**src/rtl/tmq_pkg.sv**
```systemverilog
// Shared constants and codes of the tiny MLP Q-learner.
package tmq_pkg;

    localparam int HIDDEN_UNITS_DEF = 16;
    localparam int ACTION_COUNT_DEF = 4;

    localparam int REQ_W    = 2;
    localparam int DATA_W   = 16;
    localparam int ACT_W    = 4;
    localparam int WIDX_W   = 8;
    localparam int CFG_IDX_W = 3;

    localparam logic [15:0] EPS_RESET = 16'hFFFF;
    localparam logic [15:0] EPS_FLOOR = 16'd3276;
    localparam logic [31:0] EPS_DECAY = 32'd65503;

    typedef enum logic [REQ_W-1:0] {
        REQ_CHOOSE = 2'd0,
        REQ_TRAIN  = 2'd1,
        REQ_WRITE  = 2'd2,
        REQ_NONE   = 2'd3
    } t_req;

    typedef enum logic [CFG_IDX_W-1:0] {
        CFG_CENTER_TEMP = 3'd0,
        CFG_TEMP_SCALE  = 3'd1,
        CFG_POWER_LIMIT = 3'd2,
        CFG_POWER_SCALE = 3'd3,
        CFG_LEARN_RATE  = 3'd4
    } t_cfg_idx;

endpackage

```
**src/rtl/tmq_wram.sv**
```systemverilog
// Weight memory: one write port, one registered read port.
module tmq_wram #(
    parameter int DEPTH = 64,
    parameter int AW    = $clog2(DEPTH)
) (
    input  logic                              i_clk,
    input  logic                              i_we,
    input  logic [AW-1:0]                     i_wa,
    input  logic signed [tmq_pkg::DATA_W-1:0] i_wd,
    input  logic [AW-1:0]                     i_ra,
    output logic signed [tmq_pkg::DATA_W-1:0] o_rd
);
    logic signed [tmq_pkg::DATA_W-1:0] r_mem [DEPTH];

    always_ff @(posedge i_clk) begin
        if (i_we) begin
            r_mem[i_wa] <= i_wd;
        end
        o_rd <= r_mem[i_ra];
    end
endmodule

```
**config.mk**
```make
export PLATFORM = sky130hd
export DESIGN_NAME = tmq_wram
export DESIGN_NICKNAME = d
export VERILOG_FILES = /design/src/rtl/tmq_pkg.sv /design/src/rtl/tmq_wram.sv
export SDC_FILE = /design/constraint.sdc
export NUM_CORES = 1
export LEC_CHECK = 0
export BUFFER_PORTS_ARGS = -buffer_cell sky130_fd_sc_hd__buf_2
export CAP_MARGIN = 30
export CORE_MARGIN = 10
export CORE_UTILIZATION = 45
export DETAILED_ROUTE_END_ITERATION = 6
export SYNTH_ARGS = -nofsm -noshare
export SYNTH_HDL_FRONTEND = slang
export SYNTH_SLANG_ARGS = --single-unit
export TNS_END_PERCENT = 50
```
**constraint.sdc**
```tcl
create_clock -name i_clk -period 3.6 [get_ports i_clk]
set_input_delay 0.72 -clock i_clk [delete_from_list [all_inputs] [get_ports i_clk]]
set_output_delay 0.72 -clock i_clk [all_outputs]
set_load 0.005 [all_outputs]
```
==> results.sh <==
export IMPL_numClockSinks=1040
export IMPL_final_setup_skew_ns=0.0271
export IMPL_antenna_found_initial=14
export IMPL_post_drt_via_cell_ratio=5.83
export IMPL_grt_start_max_net_pins=85
export IMPL_synthDominantAreaCellType="sky130_fd_sc_hd__edfxtp_1"
export IMPL_final_area_um2=45900
export IMPL_placement_rows=109
export IMPL_yosysUniqueCellTypes=43
export IMPL_crit_path_capture_type="register"
export IMPL_detail_route_antenna_nets=0
export IMPL_cts_repair_resized=0
export IMPL_swShare=0.205
export IMPL_design_portCount=46
export IMPL_worstMarginPinSlew_ns=1.02
export IMPL_final_min_period_over_clock_period=0.683
export IMPL_ys_warn_count=0
export IMPL_syn_num_nets=1859
export IMPL_deepest_level_of_the_cts_h_tree=3
export IMPL_status="complete, no violations"
export IMPL_switching_power_mw=5.19
export IMPL_overall_track_demand_over_capacity_in_global_routing=0.186
export IMPL_synthesis_area_um2=40000
export IMPL_number_of_buffers_inserted_to_repair_setup_after_cts=0
export IMPL_cts_tree="done"
export IMPL_drive_gt1_frac=0.288
export IMPL_design_die_area_um2=101000
export IMPL_area_delta_synth_final_pct=14.5
export IMPL_via_count_of_the_first_global_routing_pass=19836
export IMPL_relative_contribution_of_combinational_cells_to_total_power=0.051
export IMPL_irDropWorstVdd_mv=0.363
export IMPL_drt_initial_drc_count=2055
export IMPL_dr_total_vias=19174
export IMPL_worst_setup_hold_path_clk_slew_ns=0.06
export IMPL_cts_path_max_buffers=3
export IMPL_synth_area_top_cells="sky130_fd_sc_hd__edfxtp_1 (77%), sky130_fd_sc_hd__mux4_2 (12%), sky130_fd_sc_hd__mux2i_1 (2.1%)"
export IMPL_gpl_final_weighted_congestion=0.805
export IMPL_cell_count_after_synthesis=1829
export IMPL_cts_hold_fix_buffers=0
export IMPL_grt_remaining_overflow=0
export IMPL_worst_slew_margin_rel=0.322
export IMPL_critPathArrivalTime_ns=2.97
export IMPL_fmax_ghz=0.407
export IMPL_static_leakage_nw=14.7
export IMPL_critical_path_class="in2reg"
export IMPL_cellInternalPower_mw=20.1
export IMPL_dieWidth_um=318
export IMPL_sequential_share_of_power=0.533
export IMPL_drc_errors=0
export IMPL_count_of_pins_over_their_slew_limit=0
export IMPL_clk_insertion_delay_late_ns=0.66
export IMPL_final_non_filler_cells=3291
export IMPL_setup_violations_final=0
export IMPL_placed_cells_incl_taps=3099
export IMPL_worstHoldPathType="in2reg"
export IMPL_max_cap_violations=0
export IMPL_detail_route_wl_per_cell_um=29.0
export IMPL_clock_root_buffer="sky130_fd_sc_hd__clkbuf_16"
export IMPL_grt_pass1_wl_mm=139
export IMPL_firstDrtPassIters=6
export IMPL_finalWorstPathRequiredPeriod_ns=2.46
export IMPL_final_nets=2071
export IMPL_start_kind="input port"
export IMPL_port_buffer_count=45
export IMPL_clockPowerShare=0.416
export IMPL_yosysSeqAreaShare=0.776
export IMPL_synth_edf_count=1024
export IMPL_worst_ep_required_time_ns=4.11
export IMPL_grt_setup_unrepaired="no"
export IMPL_detailedPlacementHpwl_mm=58.9
export IMPL_initial_core_util=0.453
export IMPL_power_density_cell_area_nw_per_um2=551
export IMPL_routed_wl_mm=95.3
export IMPL_cts_inserted_buffers=102
export IMPL_coreArea_um2=88400
export IMPL_primary_ff_master_synth="sky130_fd_sc_hd__edfxtp_1"
export IMPL_maximum_fanout_count_along_the_critical_path=31
export IMPL_die_y_um=318
export IMPL_syn_avg_cell_area_um2=21.9
export IMPL_place_area_um2=42500
export IMPL_synth_seq_cells=1040
export IMPL_synth_top_cell_area_share=0.768
export IMPL_finalSetupTns_ns=0
export IMPL_postSynth_asyncResetShare=0
export IMPL_timing_final_hold_violations=0
## layout by cell type (no fill, tap or decap), types with 3 or more instances in the layout
| master | netlist | routed |
|---|---|---|
| sky130_fd_sc_hd__edfxtp_1 | 1024 | 1024 |
| sky130_fd_sc_hd__mux4_2 | 220 | 220 |
| sky130_fd_sc_hd__buf_4 | 13 | 147 |
| sky130_fd_sc_hd__clkbuf_16 | 0 | 105 |
| sky130_fd_sc_hd__mux2i_1 | 85 | 85 |
| sky130_fd_sc_hd__nor2_1 | 72 | 71 |
| sky130_fd_sc_hd__nand2_1 | 59 | 59 |
| sky130_fd_sc_hd__buf_2 | 36 | 42 |
| sky130_fd_sc_hd__a22oi_1 | 39 | 39 |
| sky130_fd_sc_hd__nor2b_1 | 30 | 29 |
| sky130_fd_sc_hd__mux2_2 | 27 | 27 |
| sky130_fd_sc_hd__clkinv_1 | 0 | 27 |
| sky130_fd_sc_hd__nand3_1 | 24 | 24 |
| sky130_fd_sc_hd__clkinv_2 | 0 | 20 |
| sky130_fd_sc_hd__buf_12 | 5 | 20 |
| sky130_fd_sc_hd__a21oi_1 | 17 | 17 |
| sky130_fd_sc_hd__a221oi_1 | 16 | 16 |
| sky130_fd_sc_hd__clkbuf_1 | 24 | 16 |
| sky130_fd_sc_hd__dfxtp_1 | 16 | 16 |
| sky130_fd_sc_hd__nand4_1 | 12 | 12 |
| sky130_fd_sc_hd__bufinv_16 | 0 | 12 |
| sky130_fd_sc_hd__a211o_1 | 8 | 8 |
| sky130_fd_sc_hd__a31oi_1 | 8 | 8 |
| sky130_fd_sc_hd__a211oi_1 | 8 | 8 |
| sky130_fd_sc_hd__a311oi_1 | 8 | 8 |
| sky130_fd_sc_hd__a22o_1 | 6 | 6 |
| sky130_fd_sc_hd__a221o_1 | 6 | 6 |
| sky130_fd_sc_hd__a41oi_1 | 5 | 5 |
| sky130_fd_sc_hd__o21ai_0 | 5 | 5 |
| sky130_fd_sc_hd__and4_1 | 5 | 5 |
| sky130_fd_sc_hd__diode_2 | 0 | 4 |
| sky130_fd_sc_hd__mux4_1 | 4 | 4 |
| sky130_fd_sc_hd__nand2b_1 | 3 | 3 |
| sky130_fd_sc_hd__nor2_2 | 2 | 3 |
| sky130_fd_sc_hd__o21ai_1 | 3 | 3 |
| sky130_fd_sc_hd__nor4_2 | 3 | 3 |
## per-layer routing
layer | share of wire | GRT usage | wire length, um
met2 | 0.48 | 0.294 | 46000
met5 | 0.0010 | 0 | 95
met3 | 0.077 | 0.0525 | 7300
met4 | 0.026 | 0.0538 | 2490
met1 | 0.41 | 0.249 | 39400
## synthesized netlist by cell type (3+ instances only)
| master | instances |
|---|---|
| sky130_fd_sc_hd__a211o_1 | 8 |
| sky130_fd_sc_hd__a211oi_1 | 8 |
| sky130_fd_sc_hd__a21oi_1 | 17 |
| sky130_fd_sc_hd__a221o_1 | 6 |
| sky130_fd_sc_hd__a221oi_1 | 16 |
| sky130_fd_sc_hd__a22o_1 | 6 |
| sky130_fd_sc_hd__a22oi_1 | 39 |
| sky130_fd_sc_hd__a311oi_1 | 8 |
| sky130_fd_sc_hd__a31oi_1 | 8 |
| sky130_fd_sc_hd__a41oi_1 | 5 |
| sky130_fd_sc_hd__and4_1 | 5 |
| sky130_fd_sc_hd__buf_1 | 3 |
| sky130_fd_sc_hd__buf_12 | 5 |
| sky130_fd_sc_hd__buf_2 | 36 |
| sky130_fd_sc_hd__buf_4 | 13 |
| sky130_fd_sc_hd__buf_6 | 17 |
| sky130_fd_sc_hd__buf_8 | 3 |
| sky130_fd_sc_hd__clkbuf_1 | 24 |
| sky130_fd_sc_hd__dfxtp_1 | 16 |
| sky130_fd_sc_hd__edfxtp_1 | 1024 |
| sky130_fd_sc_hd__mux2_2 | 27 |
| sky130_fd_sc_hd__mux2i_1 | 85 |
| sky130_fd_sc_hd__mux4_1 | 4 |
| sky130_fd_sc_hd__mux4_2 | 220 |
| sky130_fd_sc_hd__nand2_1 | 59 |
| sky130_fd_sc_hd__nand2b_1 | 3 |
| sky130_fd_sc_hd__nand3_1 | 24 |
| sky130_fd_sc_hd__nand4_1 | 12 |
| sky130_fd_sc_hd__nor2_1 | 72 |
| sky130_fd_sc_hd__nor2b_1 | 30 |
| sky130_fd_sc_hd__nor4_2 | 3 |
| sky130_fd_sc_hd__o21ai_0 | 5 |
| sky130_fd_sc_hd__o21ai_1 | 3 |
## final timing paths
path	endpoint	cells after the start	slack, ns	startpoint
worst max-delay path	o_rd[7]$_DFF_P_	8	1.14	i_ra[0]
worst min-delay path	r_mem[52][0]$_DFFE_PP_	1	0.46	i_wd[0]
worst max register to register	o_rd[3]$_DFF_P_	5	1.41	r_mem[18][3]$_DFFE_PP_
worst min register to register	o_rd[2]$_DFF_P_	5	0.84	r_mem[56][2]$_DFFE_PP_
## cell families after synthesis
group	Yosys count	share of synthesized area
buffers and inverters	104	0.0183
and+or+nand+nor	220	0.0265
AOI/OAI and AO/OA	129	0.0241
muxes	336	0.155
DFF	1040	0.776
## final cells by class
cell class,instances,area [um^2]
Fill cell,6869,42500
Sequential cell,1040,31100
Multi-Input combinational cell,685,8250
Clock buffer,121,2690
Timing Repair Buffer,212,1760
Tap cell,1165,1460
Clock inverter,64,619
Antenna cell,4,10.0
## sequential cells by signal, summed over array words and instances, names as in the netlist
name and flops:
r_mem 1024, o_rd 16
## power by group through the flow
stage,Combinational (mW),Sequential (mW),Clock [mW]
after CTS,1.30,13.5,10.7
after detailed placement,1.30,13.7,0
after floorplan,0.694,13.7,0
after global routing,1.38,13.5,11.2
final,1.29,13.5,10.5
after global placement,1.27,13.7,0
## worst max-delay path: stages
cell and delay [ns]:
sky130_fd_sc_hd__buf_8 0.21, sky130_fd_sc_hd__buf_12 0.29, sky130_fd_sc_hd__buf_12 0.21, sky130_fd_sc_hd__buf_12 0.25, sky130_fd_sc_hd__mux4_1 0.58, sky130_fd_sc_hd__mux2_2 0.28, sky130_fd_sc_hd__a21oi_1 0.29, sky130_fd_sc_hd__nor4_2 0.08
## metrics by stage
stage	worst slack (ns)	hold slack, ns	power [mW]	util
finish	1.14	0.456	25.3	0.519
detailed placement	0.442	0.849	15.0	0.481
global route	0.997	0.423	26.0	0.519
global placement	0.464	0.821	15.0	0.480
floorplan	0.845	0.750	14.4	-
CTS	1.14	0.429	25.4	0.518
Note: power is estimated with default switching activity, not from simulation.
